$ cat src/rtl/dagcc_pkg.sv
package dagcc_pkg;

	localparam int DEF_MAX_NODES   = 32;
	localparam int DEF_MAX_EDGES   = 64;
	localparam int DEF_MAX_OUT_DEG = 8;
	localparam int DEF_MAX_IN_DEG  = 8;

	localparam int NODE_W   = 5;
	localparam int NCOUNT_W = 6;
	localparam int STATUS_W = 3;
	localparam int SLOT_W   = 6;

	typedef enum logic [STATUS_W-1:0] {
		ST_OK         = 3'd0,
		ST_BAD_NODE   = 3'd1,
		ST_EDGES_FULL = 3'd2,
		ST_OUT_FULL   = 3'd3,
		ST_IN_FULL    = 3'd4
	} dagcc_status_t;

	typedef struct packed {
		logic [NODE_W-1:0] producer_node;
		logic [NODE_W-1:0] consumer_node;
		logic              last_edge;
	} dagcc_edge_t;

	typedef struct packed {
		logic [STATUS_W-1:0] status;
		logic [SLOT_W-1:0]   edge_slot;
		logic                check_done;
		logic                is_acyclic;
	} dagcc_result_t;

	typedef struct packed {
		logic wr;
		logic clear;
	} dagcc_store_ctl_t;

	typedef struct packed {
		logic push;
		logic mark;
		logic unmark;
		logic clear;
	} dagcc_walk_ctl_t;

endpackage

$ cat src/rtl/dagcc_graph_store.sv
module dagcc_graph_store #(
	parameter int MAX_NODES   = dagcc_pkg::DEF_MAX_NODES,
	parameter int MAX_OUT_DEG = dagcc_pkg::DEF_MAX_OUT_DEG,
	parameter int MAX_IN_DEG  = dagcc_pkg::DEF_MAX_IN_DEG
) (
	input  logic                                         clk,
	input  logic                                         arst_n,
	input  dagcc_pkg::dagcc_store_ctl_t                  ctl,
	input  logic [$clog2(MAX_NODES)-1:0]                 od_raddr,
	input  logic [$clog2(MAX_NODES)-1:0]                 id_raddr,
	input  logic [$clog2(MAX_NODES*MAX_OUT_DEG)-1:0]     succ_raddr,
	input  logic [$clog2(MAX_NODES)-1:0]                 wr_producer,
	input  logic [$clog2(MAX_NODES)-1:0]                 wr_consumer,
	input  logic [$clog2(MAX_NODES*MAX_OUT_DEG)-1:0]     succ_waddr,
	input  logic [$clog2(MAX_OUT_DEG)-1:0]               od_wdata,
	input  logic [$clog2(MAX_IN_DEG)-1:0]                id_wdata,
	output logic [$clog2(MAX_OUT_DEG)-1:0]               od_rdata,
	output logic [$clog2(MAX_IN_DEG)-1:0]                id_rdata,
	output logic [$clog2(MAX_NODES)-1:0]                 succ_rdata
);
	import dagcc_pkg::*;

	localparam int NW    = $clog2(MAX_NODES);
	localparam int ODW   = $clog2(MAX_OUT_DEG);
	localparam int IDW   = $clog2(MAX_IN_DEG);
	localparam int SDEPTH = MAX_NODES * MAX_OUT_DEG;

	logic [NW-1:0]  succ_mem [SDEPTH];
	logic [ODW-1:0] od_mem [MAX_NODES];
	logic [IDW-1:0] id_mem [MAX_NODES];

	logic [MAX_NODES-1:0] od_valid_q;
	logic [MAX_NODES-1:0] id_valid_q;

	logic [NW-1:0]  succ_rd_q;
	logic [ODW-1:0] od_rd_q;
	logic [IDW-1:0] id_rd_q;
	logic           od_vld_q;
	logic           id_vld_q;

	always_ff @(posedge clk) begin
		if (ctl.wr) begin
			succ_mem[succ_waddr] <= wr_consumer;
			od_mem[wr_producer]  <= od_wdata;
			id_mem[wr_consumer]  <= id_wdata;
		end
		succ_rd_q <= succ_mem[succ_raddr];
		od_rd_q   <= od_mem[od_raddr];
		id_rd_q   <= id_mem[id_raddr];
		od_vld_q  <= od_valid_q[od_raddr];
		id_vld_q  <= id_valid_q[id_raddr];
	end

	// A count whose valid bit is clear reads as zero, so a new graph starts empty.
	always_ff @(posedge clk or negedge arst_n) begin
		if (!arst_n) begin
			od_valid_q <= '0;
			id_valid_q <= '0;
		end else if (ctl.clear) begin
			od_valid_q <= '0;
			id_valid_q <= '0;
		end else if (ctl.wr) begin
			od_valid_q[wr_producer] <= 1'b1;
			id_valid_q[wr_consumer] <= 1'b1;
		end
	end

	assign od_rdata   = od_vld_q ? od_rd_q : '0;
	assign id_rdata   = id_vld_q ? id_rd_q : '0;
	assign succ_rdata = succ_rd_q;

endmodule

$ cat src/rtl/dagcc_walk_mem.sv
module dagcc_walk_mem #(
	parameter int MAX_NODES   = dagcc_pkg::DEF_MAX_NODES,
	parameter int MAX_OUT_DEG = dagcc_pkg::DEF_MAX_OUT_DEG
) (
	input  logic                             clk,
	input  logic                             arst_n,
	input  dagcc_pkg::dagcc_walk_ctl_t       ctl,
	input  logic [$clog2(MAX_NODES)-1:0]     stk_addr,
	input  logic [$clog2(MAX_NODES)-1:0]     stk_wnode,
	input  logic [$clog2(MAX_OUT_DEG)-1:0]   stk_wcur,
	input  logic [$clog2(MAX_NODES)-1:0]     mark_idx,
	input  logic [$clog2(MAX_NODES)-1:0]     unmark_idx,
	output logic [$clog2(MAX_NODES)-1:0]     stk_rnode,
	output logic [$clog2(MAX_OUT_DEG)-1:0]   stk_rcur,
	output logic [MAX_NODES-1:0]             visited,
	output logic [MAX_NODES-1:0]             on_path
);
	import dagcc_pkg::*;

	localparam int NW = $clog2(MAX_NODES);
	localparam int CW = $clog2(MAX_OUT_DEG);

	logic [NW-1:0] stk_node_mem [MAX_NODES];
	logic [CW-1:0] stk_cur_mem [MAX_NODES];

	logic [NW-1:0]        stk_node_q;
	logic [CW-1:0]        stk_cur_q;
	logic [MAX_NODES-1:0] visited_q;
	logic [MAX_NODES-1:0] on_path_q;

	always_ff @(posedge clk) begin
		if (ctl.push) begin
			stk_node_mem[stk_addr] <= stk_wnode;
			stk_cur_mem[stk_addr]  <= stk_wcur;
		end
		stk_node_q <= stk_node_mem[stk_addr];
		stk_cur_q  <= stk_cur_mem[stk_addr];
	end

	always_ff @(posedge clk or negedge arst_n) begin
		if (!arst_n) begin
			visited_q <= '0;
			on_path_q <= '0;
		end else if (ctl.clear) begin
			visited_q <= '0;
			on_path_q <= '0;
		end else begin
			if (ctl.mark) begin
				visited_q[mark_idx] <= 1'b1;
				on_path_q[mark_idx] <= 1'b1;
			end
			if (ctl.unmark) begin
				on_path_q[unmark_idx] <= 1'b0;
			end
		end
	end

	assign stk_rnode = stk_node_q;
	assign stk_rcur  = stk_cur_q;
	assign visited   = visited_q;
	assign on_path   = on_path_q;

endmodule

$ cat src/rtl/dag_edge_loader_cycle_check_core.sv
// Port group   Direction  Handshake          Payload
// edge words   in         start, busy        edge_data (producer, consumer, last mark)
// result words out        result_valid       result (status, slot, verdict)
// config       in         cfg_we             cfg_wdata (node count)
//
// An edge is taken on a cycle with start high and busy low, checked and stored in the
// next cycle, and its result word shows in the cycle after that, so a new edge is taken
// only once the last one is checked. A last edge adds the depth-first walk, which moves
// the node stack one step at a time through the count and successor memories.
// Reset clears the node count, the edge total, the count valid bits and all marks.
// The receiver cannot stall; each result word is valid for exactly one cycle.
module dag_edge_loader_cycle_check_core #(
	parameter int MAX_NODES   = dagcc_pkg::DEF_MAX_NODES,
	parameter int MAX_EDGES   = dagcc_pkg::DEF_MAX_EDGES,
	parameter int MAX_OUT_DEG = dagcc_pkg::DEF_MAX_OUT_DEG,
	parameter int MAX_IN_DEG  = dagcc_pkg::DEF_MAX_IN_DEG
) (
	input  logic                                   clk,
	input  logic                                   arst_n,
	input  logic                                   start,
	output logic                                   busy,
	input  dagcc_pkg::dagcc_edge_t                 edge_data,
	output logic                                   result_valid,
	output dagcc_pkg::dagcc_result_t               result,
	input  logic                                   cfg_we,
	input  logic [dagcc_pkg::NCOUNT_W-1:0]         cfg_wdata
);
	import dagcc_pkg::*;

	localparam int NW  = $clog2(MAX_NODES);
	localparam int NCW = $clog2(MAX_NODES + 1);
	localparam int ETW = $clog2(MAX_EDGES);
	localparam int ODW = $clog2(MAX_OUT_DEG);
	localparam int IDW = $clog2(MAX_IN_DEG);
	localparam int SAW = $clog2(MAX_NODES * MAX_OUT_DEG);

	typedef enum logic [7:0] {
		S_IDLE  = 8'b0000_0001,
		S_LCHK  = 8'b0000_0010,
		S_ROOT  = 8'b0000_0100,
		S_DEGRD = 8'b0000_1000,
		S_EXAM  = 8'b0001_0000,
		S_SUCC  = 8'b0010_0000,
		S_POPRD = 8'b0100_0000,
		S_POPLD = 8'b1000_0000
	} dagcc_state_t;

	dagcc_state_t        state_q;
	logic [NCOUNT_W-1:0] node_count_q;
	logic [ETW-1:0]      edge_total_q;
	logic [NCW-1:0]      root_q;
	logic [NCW-1:0]      depth_q;
	logic                result_valid_q;

	dagcc_edge_t         edge_q;
	dagcc_result_t       result_q;
	logic [STATUS_W-1:0] save_status_q;
	logic [SLOT_W-1:0]   save_slot_q;
	logic [NW-1:0]       v_q;
	logic [ODW-1:0]      c_q;

	dagcc_store_ctl_t    store_ctl;
	dagcc_walk_ctl_t     walk_ctl;

	logic [NCW-1:0]      n_act;
	logic [NW-1:0]       p_idx;
	logic [NW-1:0]       c_idx;
	logic [NW-1:0]       root_idx;
	logic [ODW-1:0]      od_rdata;
	logic [IDW-1:0]      id_rdata;
	logic [NW-1:0]       s_idx;
	logic [NW-1:0]       stk_rnode;
	logic [ODW-1:0]      stk_rcur;
	logic [MAX_NODES-1:0] visited;
	logic [MAX_NODES-1:0] on_path;
	logic [NW-1:0]       od_raddr;
	logic [NW-1:0]       stk_addr;
	logic [SAW-1:0]      succ_raddr;
	logic [SAW-1:0]      succ_waddr;

	dagcc_status_t       chk_status;
	logic                accept_edge;
	logic                root_done;
	logic                has_next;
	logic                found_cycle;
	logic                push_ok;
	logic                walk_end;

	always_comb begin
		if (int'(node_count_q) > MAX_NODES) begin
			n_act = NCW'(MAX_NODES);
		end else begin
			n_act = NCW'(node_count_q);
		end
	end

	assign p_idx    = NW'(edge_q.producer_node);
	assign c_idx    = NW'(edge_q.consumer_node);
	assign root_idx = NW'(root_q);

	// Checks in priority order; a full count sits at one below its limit.
	always_comb begin
		if (int'(edge_q.producer_node) >= int'(n_act) ||
				int'(edge_q.consumer_node) >= int'(n_act)) begin
			chk_status = ST_BAD_NODE;
		end else if (edge_total_q == ETW'(MAX_EDGES - 1)) begin
			chk_status = ST_EDGES_FULL;
		end else if (od_rdata == ODW'(MAX_OUT_DEG - 1)) begin
			chk_status = ST_OUT_FULL;
		end else if (id_rdata == IDW'(MAX_IN_DEG - 1)) begin
			chk_status = ST_IN_FULL;
		end else begin
			chk_status = ST_OK;
		end
	end

	assign accept_edge = (state_q == S_LCHK) && (chk_status == ST_OK);
	assign root_done   = root_q >= n_act;
	assign has_next    = c_q < od_rdata;
	assign found_cycle = on_path[s_idx];
	assign push_ok     = !visited[s_idx] && (int'(depth_q) < MAX_NODES);
	assign walk_end    = ((state_q == S_ROOT) && root_done) ||
		((state_q == S_SUCC) && found_cycle);

	// During a load the count read follows the incoming word; during the walk, the top node.
	assign od_raddr   = (state_q == S_IDLE) ? NW'(edge_data.producer_node) : v_q;
	assign succ_raddr = SAW'(int'(v_q) * MAX_OUT_DEG + int'(c_q));
	assign succ_waddr = SAW'(int'(p_idx) * MAX_OUT_DEG + int'(od_rdata));
	assign stk_addr   = NW'(depth_q - NCW'(1));

	always_comb begin
		store_ctl.wr    = accept_edge;
		store_ctl.clear = walk_end;

		walk_ctl.push   = (state_q == S_SUCC) && !found_cycle && push_ok;
		walk_ctl.mark   = ((state_q == S_ROOT) && !root_done && !visited[root_idx]) ||
			walk_ctl.push;
		walk_ctl.unmark = (state_q == S_EXAM) && !has_next;
		walk_ctl.clear  = walk_end;
	end

	dagcc_graph_store #(
		.MAX_NODES   (MAX_NODES),
		.MAX_OUT_DEG (MAX_OUT_DEG),
		.MAX_IN_DEG  (MAX_IN_DEG)
	) u_store (
		.clk         (clk),
		.arst_n      (arst_n),
		.ctl         (store_ctl),
		.od_raddr    (od_raddr),
		.id_raddr    (NW'(edge_data.consumer_node)),
		.succ_raddr  (succ_raddr),
		.wr_producer (p_idx),
		.wr_consumer (c_idx),
		.succ_waddr  (succ_waddr),
		.od_wdata    (od_rdata + ODW'(1)),
		.id_wdata    (id_rdata + IDW'(1)),
		.od_rdata    (od_rdata),
		.id_rdata    (id_rdata),
		.succ_rdata  (s_idx)
	);

	dagcc_walk_mem #(
		.MAX_NODES   (MAX_NODES),
		.MAX_OUT_DEG (MAX_OUT_DEG)
	) u_walk (
		.clk        (clk),
		.arst_n     (arst_n),
		.ctl        (walk_ctl),
		.stk_addr   (stk_addr),
		.stk_wnode  (v_q),
		.stk_wcur   (c_q),
		.mark_idx   ((state_q == S_ROOT) ? root_idx : s_idx),
		.unmark_idx (v_q),
		.stk_rnode  (stk_rnode),
		.stk_rcur   (stk_rcur),
		.visited    (visited),
		.on_path    (on_path)
	);

	always_ff @(posedge clk or negedge arst_n) begin
		if (!arst_n) begin
			state_q        <= S_IDLE;
			node_count_q   <= '0;
			edge_total_q   <= '0;
			root_q         <= '0;
			depth_q        <= '0;
			result_valid_q <= 1'b0;
		end else begin
			result_valid_q <= 1'b0;
			if (cfg_we) begin
				node_count_q <= cfg_wdata;
			end
			case (state_q)
				S_IDLE: begin
					if (start) begin
						state_q <= S_LCHK;
					end
				end
				S_LCHK: begin
					if (accept_edge) begin
						edge_total_q <= edge_total_q + ETW'(1);
					end
					if (edge_q.last_edge) begin
						root_q  <= '0;
						depth_q <= '0;
						state_q <= S_ROOT;
					end else begin
						result_valid_q <= 1'b1;
						state_q        <= S_IDLE;
					end
				end
				S_ROOT: begin
					if (root_done) begin
						result_valid_q <= 1'b1;
						edge_total_q   <= '0;
						state_q        <= S_IDLE;
					end else if (visited[root_idx]) begin
						root_q <= root_q + NCW'(1);
					end else begin
						depth_q <= NCW'(1);
						state_q <= S_DEGRD;
					end
				end
				S_DEGRD: begin
					state_q <= S_EXAM;
				end
				S_EXAM: begin
					if (has_next) begin
						state_q <= S_SUCC;
					end else if (depth_q == NCW'(1)) begin
						depth_q <= '0;
						root_q  <= root_q + NCW'(1);
						state_q <= S_ROOT;
					end else begin
						depth_q <= depth_q - NCW'(1);
						state_q <= S_POPRD;
					end
				end
				S_SUCC: begin
					if (found_cycle) begin
						result_valid_q <= 1'b1;
						edge_total_q   <= '0;
						depth_q        <= '0;
						state_q        <= S_IDLE;
					end else if (push_ok) begin
						depth_q <= depth_q + NCW'(1);
						state_q <= S_DEGRD;
					end else begin
						state_q <= S_EXAM;
					end
				end
				S_POPRD: begin
					state_q <= S_POPLD;
				end
				S_POPLD: begin
					state_q <= S_DEGRD;
				end
				default: begin
					state_q <= S_IDLE;
				end
			endcase
		end
	end

	always_ff @(posedge clk) begin
		case (state_q)
			S_IDLE: begin
				if (start) begin
					edge_q <= edge_data;
				end
			end
			S_LCHK: begin
				save_status_q       <= chk_status;
				save_slot_q         <= accept_edge ? SLOT_W'(edge_total_q) : '0;
				result_q.status     <= chk_status;
				result_q.edge_slot  <= accept_edge ? SLOT_W'(edge_total_q) : '0;
				result_q.check_done <= 1'b0;
				result_q.is_acyclic <= 1'b0;
			end
			S_ROOT: begin
				if (root_done) begin
					result_q.status     <= save_status_q;
					result_q.edge_slot  <= save_slot_q;
					result_q.check_done <= 1'b1;
					result_q.is_acyclic <= 1'b1;
				end else if (!visited[root_idx]) begin
					v_q <= root_idx;
					c_q <= '0;
				end
			end
			S_EXAM: begin
				if (has_next) begin
					c_q <= c_q + ODW'(1);
				end
			end
			S_SUCC: begin
				if (found_cycle) begin
					result_q.status     <= save_status_q;
					result_q.edge_slot  <= save_slot_q;
					result_q.check_done <= 1'b1;
					result_q.is_acyclic <= 1'b0;
				end else if (push_ok) begin
					v_q <= s_idx;
					c_q <= '0;
				end
			end
			S_POPLD: begin
				v_q <= stk_rnode;
				c_q <= stk_rcur;
			end
			default: begin
			end
		endcase
	end

	assign busy         = (state_q != S_IDLE);
	assign result_valid = result_valid_q;
	assign result       = result_q;

	// The result word arrives exactly as the block becomes free again.
	a_result_on_free: assert property (@(posedge clk) disable iff (!arst_n)
		$fell(busy) |-> result_valid)
		else $error("busy dropped without a result word");

	a_slot_only_on_accept: assert property (@(posedge clk) disable iff (!arst_n)
		(result_valid && result.status != ST_OK) |-> result.edge_slot == '0)
		else $error("rejected edge reported a slot");

	a_stack_empty_idle: assert property (@(posedge clk) disable iff (!arst_n)
		!busy |-> depth_q == '0)
		else $error("walk stack not empty while idle");

	a_stack_bound: assert property (@(posedge clk) disable iff (!arst_n)
		int'(depth_q) <= MAX_NODES)
		else $error("walk stack deeper than node capacity");

endmodule

$ cat config.mk
export PLATFORM = sky130hd
export DESIGN_NAME = dag_edge_loader_cycle_check_core
export DESIGN_NICKNAME = d
export VERILOG_FILES = /design/src/rtl/dagcc_pkg.sv /design/src/rtl/dagcc_graph_store.sv /design/src/rtl/dagcc_walk_mem.sv /design/src/rtl/dag_edge_loader_cycle_check_core.sv
export SDC_FILE = /design/constraint.sdc
export NUM_CORES = 2
export LEC_CHECK = 0
export BUFFER_PORTS_ARGS = -buffer_cell sky130_fd_sc_hd__buf_2
export CAP_MARGIN = 20
export CORE_MARGIN = 2
export CORE_UTILIZATION = 55
export CTS_CLUSTER_DIAMETER = 200
export DETAILED_ROUTE_END_ITERATION = 7
export GPL_ROUTABILITY_DRIVEN = 0
export MAX_ROUTING_LAYER = met4
export PLACE_DENSITY = 0.74
export SYNTH_ARGS = -nofsm -noshare
export SYNTH_HDL_FRONTEND = slang
export SYNTH_HIERARCHICAL = 1
export SYNTH_SLANG_ARGS = --single-unit
$ cat constraint.sdc
create_clock -name clk -period 8.85 [get_ports clk]
set_input_delay 0.4425 -clock clk [delete_from_list [all_inputs] [get_ports clk]]
set_output_delay 0.4425 -clock clk [all_outputs]
set_load 0.02 [all_outputs]
==> results.yml <==
setup_path:
  cp.required_ns: 9.55
  cp.arrival_ns: 5.49
  critical_path.cell_chain: "buf_4 > buf_4 > buf_4 > mux4_2 > o22ai_1 > a2111oi_0 > nor4_1 > a21oi_1 > or3_1"
  critical_path_class: "reg2reg"
  cp_slowest_cell: "edfxtp_1"
  crit_family: "buffers and inverters"
  cp-start-kind: "flop"
  critPathMaxFanout: 48
  cp_slowest_stage_delay_ns: 0.83
  cpMostUsedCell: "buf_4"
  cp_num_buf_inv: 3
  worst_setup_path_end_kind: "flop"
logic_synthesis:
  synth_area_leaders: "edfxtp_1, mux4_2, dfrtp_1"
  ys_types: 82
  synth-seq-cells: 1949
  synth-edff-count: 1767
  synth_top_flop_cell: "edfxtp_1"
  ys_seq_area_frac: 0.732
  ys_warn_count: 6
  synth_top_area_share: 0.675
  syn_avg_cell_area_um2: 17.6
  async_reset_ff_frac: 0.0826
  yosysTopAreaCell: "edfxtp_1"
  synth_nets: 4514
  synthCells: 4465
  netlist_area_mm2: 0.0786
finish:
  drive_gt1_frac: 0.161
  final_cells: 6592
  nets: 4586
  post-route-util: 0.611
  syn_to_final_growth_pct: 10.3
  fill_cells: 9734
clock_tree:
  clk_latency_ns: 0.83
  cts_buffers: 186
  root_buffer: "clkbuf_16"
  cts_num_sinks: 1949
  cts_max_level: 4
  cts.path.max_buffers: 3
  cts.clk_slew.worst_paths_ns: 0.06
  cts_tree: "yes"
  post_cts_resized: 0
sta:
  whs_ns: 0.0707
  fin_skew_ns: 0.0314
  setup_tns_ns: 0
  finalMaxSlewViolations: 0
  rsz0062_at_grt: "no"
  hold_viol: 0
  max_freq_mhz: 209
  finalCritPeriodShare: 0.541
  setup_viol: 0
  tightest_slew_ns: 1.14
  slew-limit-headroom: 0.239
  fin_crit_ns: 4.79
die:
  fp.dieH_um: 382
  core_mm2: 0.142
  rows: 138
  start_util: 0.554
  die_w_um: 382
  io_pins: 34
  dieArea_mm2: 0.146
grt:
  grt_max_degree: 199
  antenna_found_initial: 6
  grt_use_total: 0.256
  grt-ovfl-total: 0
  first_global_vias: 42200
  grt_pass1_wl_um: 272000
outcome:
  status: "completed"
power_and_ir_drop:
  p_comb_frac: 0.117
  p_per_area_mw_per_mm2: 243
  fin_total_pwr_uw: 21000
  seqPwrFrac: 0.517
  switching_share: 0.247
  p_clk_frac: 0.366
  p_int_uw: 15800
  p_sw_uw: 5200
  ir_drop_uv: 164
  p_leak_uw: 0.0289
drt:
  drcViolationCount: 0
  met1_length_um: 71800
  wire_per_inst_um: 27.5
  route.met2.wl_um: 87100
  highest_layer: "met4"
  drt_iter0_markers: 5584
  vias: 42500
  viasPerCell: 6.45
  wl_um: 181000
  route.met3.wl_um: 16300
  ant_nets: 0
  dr.pass1.iters: 6
place:
  dp.final_hpwl_um: 107000
  portBuffers: 33
  dp.cells: 6211
run:
  maxCapViolations: 0
min_path:
  min_path_type: "in2reg"
==> placed cells by master, fill, tap and decap left out, types with 8 or more instances in the layout <==
master and count:
a211oi_1 63, buf_4 63, clkinv_2 25, a21o_1 8
dlygate4sd3_1 23, nor4_1 20, clkbuf_8 11, a221oi_1 14
nor3_1 33, nor2b_1 21, nand3_1 52, nand2b_1 18
clkbuf_16 189, mux4_2 345, and2_1 20, o211ai_1 8
bufinv_16 10, a22oi_1 29, inv_1 22, mux2i_1 325
o21ai_0 22, mux2_2 24, nand2_1 160, o22ai_1 110
buf_12 9, nor2_1 648, a22o_1 17, nand3b_1 24
o21ai_1 11, dfrtp_1 160, edfxtp_1 1767, o221ai_1 64
clkbuf_1 61, ha_1 28, clkinv_1 35, a21oi_1 45
or3_1 14, buf_2 34, dfxtp_1 21
==> cells in the mapped netlist (8+ instances only) <==
master	count
a211oi_1	63
a21o_1	8
a21oi_1	45
a221oi_1	14
a22o_1	17
a22oi_1	29
and2_1	20
buf_1	25
buf_2	56
buf_4	21
buf_6	21
clkbuf_1	119
dfrtp_1	160
dfxtp_1	21
edfxtp_1	1767
ha_1	28
inv_1	24
mux2_2	24
mux2i_1	325
mux4_2	345
nand2_1	162
nand2b_1	19
nand3_1	52
nand3b_1	24
nor2_1	648
nor2b_1	21
nor3_1	33
nor4_1	20
o211ai_1	8
o21ai_0	22
o21ai_1	11
o221ai_1	64
o22ai_1	110
or3_1	14
==> timing repair <==
| item | 4_1_cts | 5_1_grt |
|---|---|---|
| hold buffers | 23 | 0 |
| hold endpoints to repair | 73 | 0 |
| endpoints found under the setup margin | 0 | 0 |
| buffers inserted | 0 | 0 |
==> cells by family after synthesis <==
| kind of cell | synth area share |
|---|---|
| buffers and inverters | 0.0182 |
| and+or+nand+nor | 0.0611 |
| xor gates and xnor gates | 0.000557 |
| DFF | 0.732 |
| adders and majority gates | 0.00446 |
| muxes | 0.144 |
| AOI/OAI and AO/OA | 0.0400 |
==> layout make-up <==
cell class                 instances  area (um^2)  area share
clock buffer                     261         5110      0.0590
multi-input combinational       2241        19700       0.227
sequential                      1949        57500       0.663
clock inverter                    89          800     0.00922
timing repair buffer             133         1110      0.0128
inverter                          26          103     0.00118
antenna                            3         7.51   0.0000866
tap                             1890         2360      0.0273
==> power groups by stage <==
stage | clock network (uW) | logic [uW] | registers [uW]
after floorplan | 0 | 1460 | 11200
after global placement | 0 | 2390 | 11000
after detailed placement | 0 | 2430 | 11100
after CTS | 7790 | 2450 | 10900
after global routing | 8130 | 2640 | 10900
final | 7690 | 2460 | 10900
==> stage by stage <==
| step | worst slack (ns) | area, um^2 |
|---|---|---|
| 2_1_floorplan | 2.33 | 78600 |
| 3_3_place_gp | 4.17 | 80500 |
| 3_5_place_dp | 4.10 | 80500 |
| 4_1_cts | 4.07 | 86600 |
| 5_1_grt | 3.90 | 86700 |
| 6_report | 4.06 | 86700 |
==> per-layer routing <==
layer	vias up	track usage
met3	375	0.0465
met1	21900	0.354
met4	0	0.0845
met5	-	-
li1	18000	-
met2	2290	0.391
==> flip-flops by register name, indices dropped and copies added, names as in the netlist, 32 cells and up <==
| register | cells |
|---|---|
| u_store/id_valid_q | 32 |
| u_store/id_mem | 96 |
| u_store/od_valid_q | 32 |
| u_walk/stk_cur_mem | 96 |
| u_walk/stk_node_mem | 160 |
| u_store/succ_mem | 1280 |
| u_walk/visited | 32 |
| u_store/od_mem | 96 |
| u_walk/on_path | 32 |
==> final timing paths <==
kind / startpoint / end / slack (ns) / cells after the start
setup reg to reg: c_q[0] / u_store/succ_rdata[0] / 4.06 / 9
max in group asynchronous: arst_n / u_walk/on_path[3] / 6.81 / 4
min in group asynchronous: arst_n / u_store/id_valid_q[14] / 0.15 / 2
hold reg to reg: u_store/od_valid_q[29] / u_store/od_valid_q[29] / 0.49 / 2
setup / recovery: c_q[0] / u_store/succ_rdata[0] / 4.06 / 9
hold / removal: edge_data[3] / c_idx[2] / 0.07 / 1
Power figures use the tool's default switching activity.
